[config.mk]
export PLATFORM = sky130hd
export DESIGN_NAME = pitot_airspeed_from_pressure_flat
export DESIGN_NICKNAME = d
export VERILOG_FILES = /design/src/hdl/pas_pkg.sv /design/src/hdl/pas_if.sv /design/src/hdl/pitot_airspeed_from_pressure.sv /design/src/hdl/pas_avg.sv /design/src/hdl/pas_mul.sv /design/src/hdl/pas_sqrt.sv /design/src/flat_wrapper.sv
export SDC_FILE = /design/constraint.sdc
export NUM_CORES = 1
export LEC_CHECK = 0
export ABC_CLOCK_PERIOD_IN_PS = 5600
export BUFFER_PORTS_ARGS = -buffer_cell sky130_fd_sc_hd__buf_2
export CAP_MARGIN = 20
export CORE_UTILIZATION = 55
export DETAILED_ROUTE_END_ITERATION = 16
export PLACE_DENSITY = 0.74
export RECOVER_POWER = 25
export SETUP_SLACK_MARGIN = 0.3
export SLEW_MARGIN = 20
export SYNTH_ARGS = -nofsm -noshare
export SYNTH_HDL_FRONTEND = slang
export SYNTH_SLANG_ARGS = --single-unit
[constraint.sdc]
create_clock -name i_clk -period 5.6 [get_ports i_clk]
set_clock_uncertainty 0.15 [all_clocks]
set_input_delay 0.56 -clock i_clk [delete_from_list [all_inputs] [get_ports i_clk]]
set_output_delay 0.56 -clock i_clk [all_outputs]
set_load 0.05 [all_outputs]
[src/hdl/pas_pkg.sv]
// Package for the pitot airspeed block: field types, transaction structs,
// register codes, reset values and the fixed-point constants.
// No dependencies; every other file of the block uses it.
package pas_pkg;

    localparam int ADC_BITS  = 10;
    localparam int ADC_W     = 10;
    localparam int AVG_COUNT = 8;
    localparam int AVG_SHIFT = $clog2(AVG_COUNT);
    localparam int SUM_W     = ADC_W + AVG_SHIFT;

    localparam logic [63:0] K_Q16_FULL = (64'd6888785 << 10) >> ADC_BITS;
    localparam int K_W        = 23;
    localparam int MUL_W      = ADC_W + K_W;
    localparam int FRAC_BITS  = 16;
    localparam int RAD_W      = MUL_W - FRAC_BITS;
    localparam int ROOT_W     = (RAD_W + 1) / 2;
    localparam int RAD_PAD_W  = 2 * ROOT_W;
    localparam int REM_W      = ROOT_W + 2;
    localparam logic [K_W-1:0] K_Q16 = K_Q16_FULL[K_W-1:0];

    localparam int SPEED_W     = 9;
    localparam int PERIOD_W    = 8;
    localparam int COUNTDOWN_W = 9;
    localparam int REG_IDX_W   = 3;

    localparam logic [PERIOD_W-1:0] RST_REFRESH_PERIOD = 8'd10;
    localparam logic [PERIOD_W-1:0] RST_START_OFFSET   = 8'd0;
    localparam logic [ADC_W-1:0]    RST_SETTLE_TICKS   = 10'd500;
    localparam logic [ADC_W-1:0]    RST_FAIL_LEVEL     = 10'd1003;
    localparam logic [SPEED_W-1:0]  RST_MIN_SPEED      = 9'd20;

    typedef logic [ADC_W-1:0] t_adc;
    typedef logic [AVG_COUNT-1:0][ADC_W-1:0] t_sample_vec;

    typedef enum logic [REG_IDX_W-1:0] {
        REG_REFRESH_PERIOD = 3'd0,
        REG_START_OFFSET   = 3'd1,
        REG_SETTLE_TICKS   = 3'd2,
        REG_FAIL_LEVEL     = 3'd3,
        REG_MIN_SPEED      = 3'd4
    } t_reg_idx;

    typedef struct packed {
        t_adc check_sample;
        t_adc sample_0;
        t_adc sample_1;
        t_adc sample_2;
        t_adc sample_3;
        t_adc sample_4;
        t_adc sample_5;
        t_adc sample_6;
        t_adc sample_7;
    } t_in_item;

    typedef struct packed {
        logic [SPEED_W-1:0] speed_kmh;
        logic               sensor_failure;
    } t_out_item;

    typedef struct packed {
        logic [REG_IDX_W-1:0] reg_idx;
        logic [ADC_W-1:0]     wdata;
    } t_cfg_write;

endpackage

[src/hdl/pas_if.sv]
// Channel interfaces of the pitot airspeed block: input ticks, results and
// configuration writes, each with valid, ready and a payload struct.
// Depends on pas_pkg.
interface pas_in_if;
    logic              valid;
    logic              ready;
    pas_pkg::t_in_item data;
    modport source (output valid, output data, input ready);
    modport sink (input valid, input data, output ready);
endinterface

interface pas_out_if;
    logic               valid;
    logic               ready;
    pas_pkg::t_out_item data;
    modport source (output valid, output data, input ready);
    modport sink (input valid, input data, output ready);
endinterface

interface pas_cfg_if;
    logic                valid;
    logic                ready;
    pas_pkg::t_cfg_write data;
    modport source (output valid, output data, input ready);
    modport sink (input valid, input data, output ready);
endinterface

[src/hdl/pitot_airspeed_from_pressure.sv]
// Top level of the pitot airspeed block: tick control, settling, refresh
// countdown, configuration registers and the result register.
// Depends on pas_pkg, pas_if, pas_avg, pas_mul and pas_sqrt.
//
// Each transaction on i_in is one 10 ms tick carrying a check sample and
// eight ADC samples. During settling a tick only stores the check sample as
// the zero-speed reference. After that, a result leaves on o_out once every
// refresh_period ticks, the first interval lengthened by start_offset.
// A tick that gives a result occupies the block until the result is valid on
// o_out: the samples are summed, then scaled in the bit-serial multiplier,
// then passed through the square-root unit; a failure result skips these
// steps and goes straight to the result stage. i_in is ready only while no
// tick is being worked on and no configuration transaction is offered.
// The result register holds one transaction; while o_out is stalled a new
// tick can still be taken, but its result waits until the register frees.
// i_cfg is always ready; the user must see that it is written only while
// the block is idle, as the block itself does not enforce this.
// Reset is synchronous and restores the register defaults, clears settling
// and reloads the countdown.
module pitot_airspeed_from_pressure (
    input  logic        i_clk,
    input  logic        i_rst_n,
    pas_cfg_if.sink     i_cfg,
    pas_in_if.sink      i_in,
    pas_out_if.source   o_out
);
    typedef enum logic [2:0] {
        S_IDLE,
        S_AVG,
        S_MUL,
        S_SQRT,
        S_HOLD
    } t_state;

    t_state                              r_state;
    logic [pas_pkg::PERIOD_W-1:0]        r_refresh_period;
    logic [pas_pkg::PERIOD_W-1:0]        r_start_offset;
    pas_pkg::t_adc                       r_settle_ticks;
    pas_pkg::t_adc                       r_fail_level;
    logic [pas_pkg::SPEED_W-1:0]         r_min_speed;
    pas_pkg::t_adc                       r_settle_count;
    logic [pas_pkg::COUNTDOWN_W-1:0]     r_countdown;
    pas_pkg::t_adc                       r_ref_level;
    pas_pkg::t_out_item                  r_res;
    pas_pkg::t_out_item                  r_out;
    logic                                r_out_valid;

    logic                                w_in_acc;
    logic                                w_cfg_acc;
    logic                                w_out_free;
    logic                                w_settling;
    logic                                w_fail;
    logic                                w_avg_start;
    logic                                w_avg_done;
    logic                                w_mul_done;
    logic                                w_sqrt_done;
    pas_pkg::t_adc                       w_diff;
    logic [pas_pkg::RAD_W-1:0]           w_prod;
    logic [pas_pkg::ROOT_W-1:0]          w_root;
    pas_pkg::t_sample_vec                w_samples;

    assign i_in.ready  = (r_state == S_IDLE) && !i_cfg.valid;
    assign i_cfg.ready = 1'b1;
    assign w_in_acc    = i_in.valid && i_in.ready;
    assign w_cfg_acc   = i_cfg.valid && i_cfg.ready;
    assign w_out_free  = !r_out_valid || o_out.ready;
    assign w_settling  = (r_settle_count < r_settle_ticks);
    assign w_fail      = (i_in.data.check_sample >= r_fail_level);
    assign w_avg_start = w_in_acc && !w_settling &&
                         (r_countdown == pas_pkg::COUNTDOWN_W'(1)) && !w_fail;

    assign w_samples[0] = i_in.data.sample_0;
    assign w_samples[1] = i_in.data.sample_1;
    assign w_samples[2] = i_in.data.sample_2;
    assign w_samples[3] = i_in.data.sample_3;
    assign w_samples[4] = i_in.data.sample_4;
    assign w_samples[5] = i_in.data.sample_5;
    assign w_samples[6] = i_in.data.sample_6;
    assign w_samples[7] = i_in.data.sample_7;

    pas_avg u_avg (
        .i_clk     (i_clk),
        .i_rst_n   (i_rst_n),
        .i_start   (w_avg_start),
        .i_samples (w_samples),
        .i_ref     (r_ref_level),
        .o_done    (w_avg_done),
        .o_diff    (w_diff)
    );

    pas_mul u_mul (
        .i_clk   (i_clk),
        .i_rst_n (i_rst_n),
        .i_start (w_avg_done),
        .i_diff  (w_diff),
        .o_done  (w_mul_done),
        .o_prod  (w_prod)
    );

    pas_sqrt u_sqrt (
        .i_clk   (i_clk),
        .i_rst_n (i_rst_n),
        .i_start (w_mul_done),
        .i_rad   (w_prod),
        .o_done  (w_sqrt_done),
        .o_root  (w_root)
    );

    always_ff @(posedge i_clk) begin
        if (!i_rst_n) begin
            r_state          <= S_IDLE;
            r_refresh_period <= pas_pkg::RST_REFRESH_PERIOD;
            r_start_offset   <= pas_pkg::RST_START_OFFSET;
            r_settle_ticks   <= pas_pkg::RST_SETTLE_TICKS;
            r_fail_level     <= pas_pkg::RST_FAIL_LEVEL;
            r_min_speed      <= pas_pkg::RST_MIN_SPEED;
            r_settle_count   <= '0;
            r_ref_level      <= '0;
            r_countdown      <= pas_pkg::COUNTDOWN_W'(pas_pkg::RST_REFRESH_PERIOD)
                              + pas_pkg::COUNTDOWN_W'(pas_pkg::RST_START_OFFSET);
            r_out_valid      <= 1'b0;
        end else begin
            if (r_out_valid && o_out.ready && (r_state != S_HOLD)) begin
                r_out_valid <= 1'b0;
            end
            unique case (r_state)
                S_IDLE: begin
                    if (w_in_acc) begin
                        priority if (w_settling) begin
                            r_settle_count <= r_settle_count + 1'b1;
                            r_ref_level    <= i_in.data.check_sample;
                        end else if (r_countdown != '0) begin
                            if (r_countdown == pas_pkg::COUNTDOWN_W'(1)) begin
                                r_countdown <= pas_pkg::COUNTDOWN_W'(r_refresh_period);
                                if (w_fail) begin
                                    r_res.speed_kmh      <= '0;
                                    r_res.sensor_failure <= 1'b1;
                                    r_state              <= S_HOLD;
                                end else begin
                                    r_state <= S_AVG;
                                end
                            end else begin
                                r_countdown <= r_countdown - 1'b1;
                            end
                        end
                    end
                end
                S_AVG: begin
                    if (w_avg_done) begin
                        r_state <= S_MUL;
                    end
                end
                S_MUL: begin
                    if (w_mul_done) begin
                        r_state <= S_SQRT;
                    end
                end
                S_SQRT: begin
                    if (w_sqrt_done) begin
                        r_res.speed_kmh      <= (w_root < r_min_speed) ? '0 : w_root;
                        r_res.sensor_failure <= 1'b0;
                        r_state              <= S_HOLD;
                    end
                end
                S_HOLD: begin
                    if (w_out_free) begin
                        r_out       <= r_res;
                        r_out_valid <= 1'b1;
                        r_state     <= S_IDLE;
                    end
                end
                default: begin
                    r_state <= S_IDLE;
                end
            endcase
            if (w_cfg_acc) begin
                unique case (i_cfg.data.reg_idx)
                    pas_pkg::REG_REFRESH_PERIOD: begin
                        r_refresh_period <= i_cfg.data.wdata[pas_pkg::PERIOD_W-1:0];
                        r_countdown <=
                            pas_pkg::COUNTDOWN_W'(i_cfg.data.wdata[pas_pkg::PERIOD_W-1:0])
                          + pas_pkg::COUNTDOWN_W'(r_start_offset);
                    end
                    pas_pkg::REG_START_OFFSET: begin
                        r_start_offset <= i_cfg.data.wdata[pas_pkg::PERIOD_W-1:0];
                        r_countdown <=
                            pas_pkg::COUNTDOWN_W'(r_refresh_period)
                          + pas_pkg::COUNTDOWN_W'(i_cfg.data.wdata[pas_pkg::PERIOD_W-1:0]);
                    end
                    pas_pkg::REG_SETTLE_TICKS: begin
                        r_settle_ticks <= i_cfg.data.wdata;
                    end
                    pas_pkg::REG_FAIL_LEVEL: begin
                        r_fail_level <= i_cfg.data.wdata;
                    end
                    pas_pkg::REG_MIN_SPEED: begin
                        r_min_speed <= i_cfg.data.wdata[pas_pkg::SPEED_W-1:0];
                    end
                    default: begin
                    end
                endcase
            end
        end
    end

    assign o_out.valid = r_out_valid;
    assign o_out.data  = r_out;

    a_fail_gives_zero: assert property (@(posedge i_clk) disable iff (!i_rst_n)
        (r_out_valid && r_out.sensor_failure) |-> (r_out.speed_kmh == '0))
        else $error("failure result carries a non-zero speed");

    a_speed_above_min: assert property (@(posedge i_clk) disable iff (!i_rst_n)
        (r_out_valid && !r_out.sensor_failure && (r_out.speed_kmh != '0))
            |-> (r_out.speed_kmh >= r_min_speed))
        else $error("reported speed is below the minimum speed");

    a_settle_no_work: assert property (@(posedge i_clk) disable iff (!i_rst_n)
        (w_in_acc && w_settling) |=> (r_state == S_IDLE))
        else $error("a settling tick started a computation");

    a_result_after_sqrt: assert property (@(posedge i_clk) disable iff (!i_rst_n)
        (r_state == S_SQRT && w_sqrt_done) |=> (r_state == S_HOLD))
        else $error("square-root result was not taken into the result stage");
endmodule

[src/hdl/pas_avg.sv]
// Word-serial averager: adds one sample per cycle, then clamps the mean
// against the reference level and gives the difference.
// Depends on pas_pkg.
module pas_avg (
    input  logic                 i_clk,
    input  logic                 i_rst_n,
    input  logic                 i_start,
    input  pas_pkg::t_sample_vec i_samples,
    input  pas_pkg::t_adc        i_ref,
    output logic                 o_done,
    output pas_pkg::t_adc        o_diff
);
    localparam logic [pas_pkg::AVG_SHIFT-1:0] LAST =
        pas_pkg::AVG_SHIFT'(pas_pkg::AVG_COUNT - 1);

    logic                             r_busy;
    logic                             r_done;
    logic [pas_pkg::AVG_SHIFT-1:0]    r_cnt;
    logic [pas_pkg::SUM_W-1:0]        r_sum;
    pas_pkg::t_sample_vec             r_shift;
    pas_pkg::t_adc                    r_diff;
    logic [pas_pkg::SUM_W-1:0]        w_sum;
    pas_pkg::t_adc                    w_avg;

    assign w_sum = r_sum + pas_pkg::SUM_W'(r_shift[0]);
    assign w_avg = w_sum[pas_pkg::SUM_W-1 -: pas_pkg::ADC_W];

    always_ff @(posedge i_clk) begin
        if (!i_rst_n) begin
            r_busy <= 1'b0;
            r_done <= 1'b0;
            r_cnt  <= '0;
        end else begin
            r_done <= 1'b0;
            if (i_start) begin
                r_busy <= 1'b1;
                r_cnt  <= '0;
            end else if (r_busy) begin
                r_cnt <= r_cnt + 1'b1;
                if (r_cnt == LAST) begin
                    r_busy <= 1'b0;
                    r_done <= 1'b1;
                end
            end
        end
    end

    always_ff @(posedge i_clk) begin
        if (i_start) begin
            r_shift <= i_samples;
            r_sum   <= '0;
        end else if (r_busy) begin
            r_shift <= r_shift >> pas_pkg::ADC_W;
            r_sum   <= w_sum;
            r_diff  <= (w_avg > i_ref) ? (w_avg - i_ref) : '0;
        end
    end

    assign o_done = r_done;
    assign o_diff = r_diff;
endmodule

[src/hdl/pas_mul.sv]
// Bit-serial multiplier: scales the pressure difference by the Q16 speed
// constant, one multiplier bit per cycle, most significant bit first.
// Depends on pas_pkg.
module pas_mul (
    input  logic                        i_clk,
    input  logic                        i_rst_n,
    input  logic                        i_start,
    input  pas_pkg::t_adc               i_diff,
    output logic                        o_done,
    output logic [pas_pkg::RAD_W-1:0]   o_prod
);
    localparam int CNT_W = $clog2(pas_pkg::ADC_W);
    localparam logic [CNT_W-1:0] LAST = CNT_W'(pas_pkg::ADC_W - 1);

    logic                       r_busy;
    logic                       r_done;
    logic [CNT_W-1:0]           r_cnt;
    pas_pkg::t_adc              r_mult;
    logic [pas_pkg::MUL_W-1:0]  r_acc;

    always_ff @(posedge i_clk) begin
        if (!i_rst_n) begin
            r_busy <= 1'b0;
            r_done <= 1'b0;
            r_cnt  <= '0;
        end else begin
            r_done <= 1'b0;
            if (i_start) begin
                r_busy <= 1'b1;
                r_cnt  <= '0;
            end else if (r_busy) begin
                r_cnt <= r_cnt + 1'b1;
                if (r_cnt == LAST) begin
                    r_busy <= 1'b0;
                    r_done <= 1'b1;
                end
            end
        end
    end

    always_ff @(posedge i_clk) begin
        if (i_start) begin
            r_mult <= i_diff;
            r_acc  <= '0;
        end else if (r_busy) begin
            r_mult <= r_mult << 1;
            r_acc  <= (r_acc << 1) + (r_mult[pas_pkg::ADC_W-1] ?
                      pas_pkg::MUL_W'(pas_pkg::K_Q16) : '0);
        end
    end

    assign o_done = r_done;
    assign o_prod = r_acc[pas_pkg::MUL_W-1 -: pas_pkg::RAD_W];
endmodule

[src/hdl/pas_sqrt.sv]
// Digit-by-digit integer square root, two radicand bits per cycle, giving
// the floor of the root of the scaled pressure difference.
// Depends on pas_pkg.
module pas_sqrt (
    input  logic                          i_clk,
    input  logic                          i_rst_n,
    input  logic                          i_start,
    input  logic [pas_pkg::RAD_W-1:0]     i_rad,
    output logic                          o_done,
    output logic [pas_pkg::ROOT_W-1:0]    o_root
);
    localparam int CNT_W = $clog2(pas_pkg::ROOT_W);
    localparam logic [CNT_W-1:0] LAST = CNT_W'(pas_pkg::ROOT_W - 1);

    logic                              r_busy;
    logic                              r_done;
    logic [CNT_W-1:0]                  r_cnt;
    logic [pas_pkg::RAD_PAD_W-1:0]     r_rad;
    logic [pas_pkg::REM_W-1:0]         r_rem;
    logic [pas_pkg::ROOT_W-1:0]        r_root;
    logic [pas_pkg::REM_W+1:0]         w_cur;
    logic [pas_pkg::REM_W+1:0]         w_trial;
    logic                              w_fit;

    assign w_cur   = {r_rem, r_rad[pas_pkg::RAD_PAD_W-1 -: 2]};
    assign w_trial = (pas_pkg::REM_W + 2)'({r_root, 2'b01});
    assign w_fit   = (w_cur >= w_trial);

    always_ff @(posedge i_clk) begin
        if (!i_rst_n) begin
            r_busy <= 1'b0;
            r_done <= 1'b0;
            r_cnt  <= '0;
        end else begin
            r_done <= 1'b0;
            if (i_start) begin
                r_busy <= 1'b1;
                r_cnt  <= '0;
            end else if (r_busy) begin
                r_cnt <= r_cnt + 1'b1;
                if (r_cnt == LAST) begin
                    r_busy <= 1'b0;
                    r_done <= 1'b1;
                end
            end
        end
    end

    always_ff @(posedge i_clk) begin
        if (i_start) begin
            r_rad  <= pas_pkg::RAD_PAD_W'(i_rad);
            r_rem  <= '0;
            r_root <= '0;
        end else if (r_busy) begin
            r_rad <= r_rad << 2;
            if (w_fit) begin
                r_rem  <= pas_pkg::REM_W'(w_cur - w_trial);
                r_root <= {r_root[pas_pkg::ROOT_W-2:0], 1'b1};
            end else begin
                r_rem  <= pas_pkg::REM_W'(w_cur);
                r_root <= {r_root[pas_pkg::ROOT_W-2:0], 1'b0};
            end
        end
    end

    assign o_done = r_done;
    assign o_root = r_root;
endmodule
[src/flat_wrapper.sv]
// flat-port wrapper written by rule: the top's interface ports become plain ports
module pitot_airspeed_from_pressure_flat 
  (i_clk, i_rst_n, i_cfg_valid, i_cfg_data, i_cfg_ready, i_in_valid, i_in_data, i_in_ready, o_out_valid, o_out_data, o_out_ready);
  pas_cfg_if i_cfg_i ();
  pas_in_if i_in_i ();
  pas_out_if o_out_i ();
  input  logic i_clk;
  input  logic i_rst_n;
  input wire logic [$bits(i_cfg_i.valid)-1:0] i_cfg_valid;
  input wire logic [$bits(i_cfg_i.data)-1:0] i_cfg_data;
  output wire logic [$bits(i_cfg_i.ready)-1:0] i_cfg_ready;
  input wire logic [$bits(i_in_i.valid)-1:0] i_in_valid;
  input wire logic [$bits(i_in_i.data)-1:0] i_in_data;
  output wire logic [$bits(i_in_i.ready)-1:0] i_in_ready;
  output wire logic [$bits(o_out_i.valid)-1:0] o_out_valid;
  output wire logic [$bits(o_out_i.data)-1:0] o_out_data;
  input wire logic [$bits(o_out_i.ready)-1:0] o_out_ready;
  assign i_cfg_i.valid = i_cfg_valid;
  assign i_cfg_i.data = i_cfg_data;
  assign i_cfg_ready = i_cfg_i.ready;
  assign i_in_i.valid = i_in_valid;
  assign i_in_i.data = i_in_data;
  assign i_in_ready = i_in_i.ready;
  assign o_out_valid = o_out_i.valid;
  assign o_out_data = o_out_i.data;
  assign o_out_i.ready = o_out_ready;
  pitot_airspeed_from_pressure u_core (.i_clk(i_clk), .i_rst_n(i_rst_n), .i_cfg(i_cfg_i), .i_in(i_in_i), .o_out(o_out_i));
endmodule
==> key figures <==
Place
  • Port-buffer cells: 119
  • Cell area after placement: 0.0161 mm^2
  • Final Wtd Congestion: 0.842
  • # placed instances: 1870
  • DP Wirelength: 20500 um

Detailed routing
  • Max layer used: met4
  • WL final: 29900 um
  • DRC: 0
  • Initial DRC Count: 760
  • Vias/cell: 5.50
  • WL met3: 1540 um
  • DRT antenna net count: 0
  • Met2 Wirelength: 13600 um
  • DR pass1 iterations: 5
  • Vias: 10600
  • M1 WL: 14100 um
  • Wire per inst: 15.5 um

Floorplan
  • Chip width: 169 um
  • Initial Util: 0.563
  • Num rows: 60
  • Die Height: 169 um
  • Area of the die: 0.0284 mm^2
  • I/O pin count: 121
  • Core Footprint: 0.0271 mm^2

Setup path
  • Critical path type: reg2reg
  • Cell mode on critical path: nor2_1
  • Worst path cell trace: ha_1 -> fa_1 -> a21o_1 -> a31o_2 -> nand2_1 -> a211oi_1 -> nor2_1 -> nor2_1 -> xor2_1 -> ha_1 -> nand4_1 -> or3_1 -> nand3_1 -> nand2_1 -> a41oi_1 -> nor2_1
  • Critical path's slowest cell: a41oi_1
  • Worst EP required: 5.67 ns
  • Startpoint class of the critical path: flip-flop
  • CP Max Fanout: 10
  • Largest stage delay on the critical path: 0.58 ns
  • WP data arrival: 4.39 ns
  • CP endpoint kind: flip-flop

STA
  • Hold Slack: 0.175 ns
  • Post-layout min period: 4.32 ns
  • Fmax: 231 MHz
  • Setup violations, final: 0
  • Final Hold Viols: 0
  • Setup TNS: 0 ns
  • Slew margin rel.: -0.278
  • Fin crit share: 0.772
  • Worst-Margin Slew: 1.92 ns
  • Max-slew violations: 173
  • RSZ-0062 raised after global routing: no

Logic synthesis
  • Ranking of synthesized cells by area: edfxtp_1 27%, dfxtp_1 21%, ha_1 7.1%
  • Post-Synthesis Cell Area: 0.0153 mm^2
  • Yosys warning total: 0
  • Synth Flop Type: dfxtp_1
  • Syn nets: 1630
  • Most frequent cells after synthesis: 162 x dfxtp_1, 143 x nand2_1, 137 x edfxtp_1, 121 x nor2_1, 86 x ha_1
  • Cell variety after synth: 66
  • Ys async rst share: 0
  • Synthesized flop and latch total: 299
  • Cell taking the most area after synthesis: edfxtp_1
  • Yosys top cell area share: 0.270
  • Synth Instances: 1433
  • Most common cell in the netlist: dfxtp_1
  • Number of flops mapped to enable cells by yosys: 137
  • Mean area per synthesized cell: 10.6 um^2
  • Post-synthesis sequential area ratio: 0.482

Power
  • Switching share of power: 0.255
  • Maximum vdd drop: 0.253 mV
  • P per Cell Area: 322 mW/mm^2
  • Sequential share of power: 0.441
  • Leakage: 6.93 nW
  • Net switching power: 0.00142 W
  • Pint: 0.00415 W
  • Clock Power Share: 0.415
  • Gate power share: 0.144

Worst hold path
  • Worst Hold Class: in2reg

Layout
  • Share of layout cells above drive strength 1: 0.188
  • Final nets: 1732
  • Post-route non-filler standard cell count: 1935
  • Post-Layout Inst Area: 0.0173 mm^2
  • Area delta synth->final: 13.6%

Global routing
  • Tot GR Track Use: 0.210
  • First-pass GRT wire length: 49200 um
  • Largest net degree at the start of global routing: 81
  • Vias in the first global route: 10200
  • Initial antenna violation count: 2
  • Total global routing overflow: 0

Status
  • Status: complete, but fails checks
  • Violated checks: capacitance limit, slew limit

Clock tree
  • Cts hold-fix bufs: 0
  • TritonCTS clock tree: built
  • Clk_lat worst skew: 0.51 ns
  • CTS Buf Count: 34
  • # resized after CTS: 0
  • Post-CTS setup buffers: 0
  • Max Root-Sink Buffers: 3
  • Reg clk slew, reported paths: 0.06 ns
  • Clk sinks: 299
  • CTS root buffer: clkbuf_16
  • H-tree depth: 2

Flow run
  • Max-Cap Viols: 4
==> placed cells by master, fill, tap and decap left out, types with 16 or more instances in the layout <==
cell       instances
nand2b_1          19
nor2b_1           17
o211ai_1          21
clkbuf_1          16
buf_2            110
inv_1             72
mux2i_1           56
and2_1            22
mux2_4            35
ha_1              86
a21o_1            17
edfxtp_1         137
nor2_1           121
nor3_1            24
mux2_2            65
nand3_1           20
a21oi_1           40
a21boi_0          31
xnor2_1           43
dfxtp_1          162
nand2_1          142
o21ai_0           33
a211oi_1          26
xor2_1            28
clkbuf_16         39
==> power by group through the flow <==
stage               registers (W)  clock network (W)  logic (W)
floorplan                 0.00247                  0   0.000627
global placement          0.00250                  0   0.000768
detailed placement        0.00250                  0   0.000792
CTS                       0.00246            0.00235   0.000798
global route              0.00247            0.00244   0.000895
finish                    0.00246            0.00231   0.000801
==> stage by stage <==
stage	utilization	power [W]	worst slack, ns
2_1_floorplan	-	0.00310	0.716
3_3_place_gp	0.595	0.00327	1.44
3_5_place_dp	0.595	0.00329	1.30
4_1_cts	0.639	0.00560	1.26
5_1_grt	0.639	0.00581	0.996
6_report	0.639	0.00557	1.28
==> final timing paths <==
check,from,endpoint,slack [ns],depth (start not counted)
worst max-delay path,u_core.u_avg.r_shift[0],u_core.u_avg.o_diff[2],1.28,16
worst min-delay path,i_cfg_data[9],u_core.r_fail_level[9],0.17,3
worst max register to register,u_core.u_avg.r_shift[0],u_core.u_avg.o_diff[2],1.28,16
worst min register to register,u_core.r_res[0],u_core.o_out.data[0],0.27,0
==> final cells by class <==
type | instances | area, um^2
fill | 2145 | 9770
sequential | 299 | 7360
multi-input combinational | 997 | 7360
clock buffer | 47 | 1050
timing repair buffer | 131 | 683
tap | 372 | 465
inverter | 72 | 270
clock inverter | 14 | 143
antenna | 3 | 7.51
==> state kept, by name, indices dropped and copies added (netlist names), 9 cells and up <==
name	cells
u_core.r_fail_level	10
u_core.o_out.data	10
u_core.u_sqrt.o_root	9
u_core.u_sqrt.r_rad	18
u_core.r_countdown	9
u_core.u_avg.r_shift	80
u_core.u_sqrt.r_rem	11
u_core.u_mul.r_mult	10
u_core.u_avg.o_diff	10
u_core.r_res	10
u_core.r_min_speed	9
u_core.u_avg.r_sum	13
u_core.u_mul.r_acc	33
u_core.r_settle_ticks	10
u_core.r_ref_level	10
u_core.r_settle_count	10
==> kinds of logic (layout without fill, tap and decap cells) <==
family,after synthesis,in the layout,share of synthesized area
AO/OA/AOI/OAI,240,240,0.109
XOR/XNOR,71,71,0.0408
adder cells (fa/ha/maj),89,89,0.0745
buffers and inverters,137,264,0.0367
flip-flops,299,299,0.482
multiplexers,159,159,0.122
other,1,4,0.000246
AND/OR/NAND/NOR,437,437,0.134
==> metal layers <==
metal | track usage | vias to the layer above
li1 | - | 5345
met1 | 0.287 | 4999
met2 | 0.334 | 246
met3 | 0.0409 | 55
met4 | 0.0708 | 0
met5 | 0 | -
==> worst max-delay path: cells and delay by family, from the launching register on <==
kind,cells,cell delay [ns]
fa+ha+maj,3,0.99
simple gates,8,1.25
compound gates,4,1.13
xor+xnor,1,0.15
flops,1,0.37
Note: power is estimated with default switching activity, not from simulation.
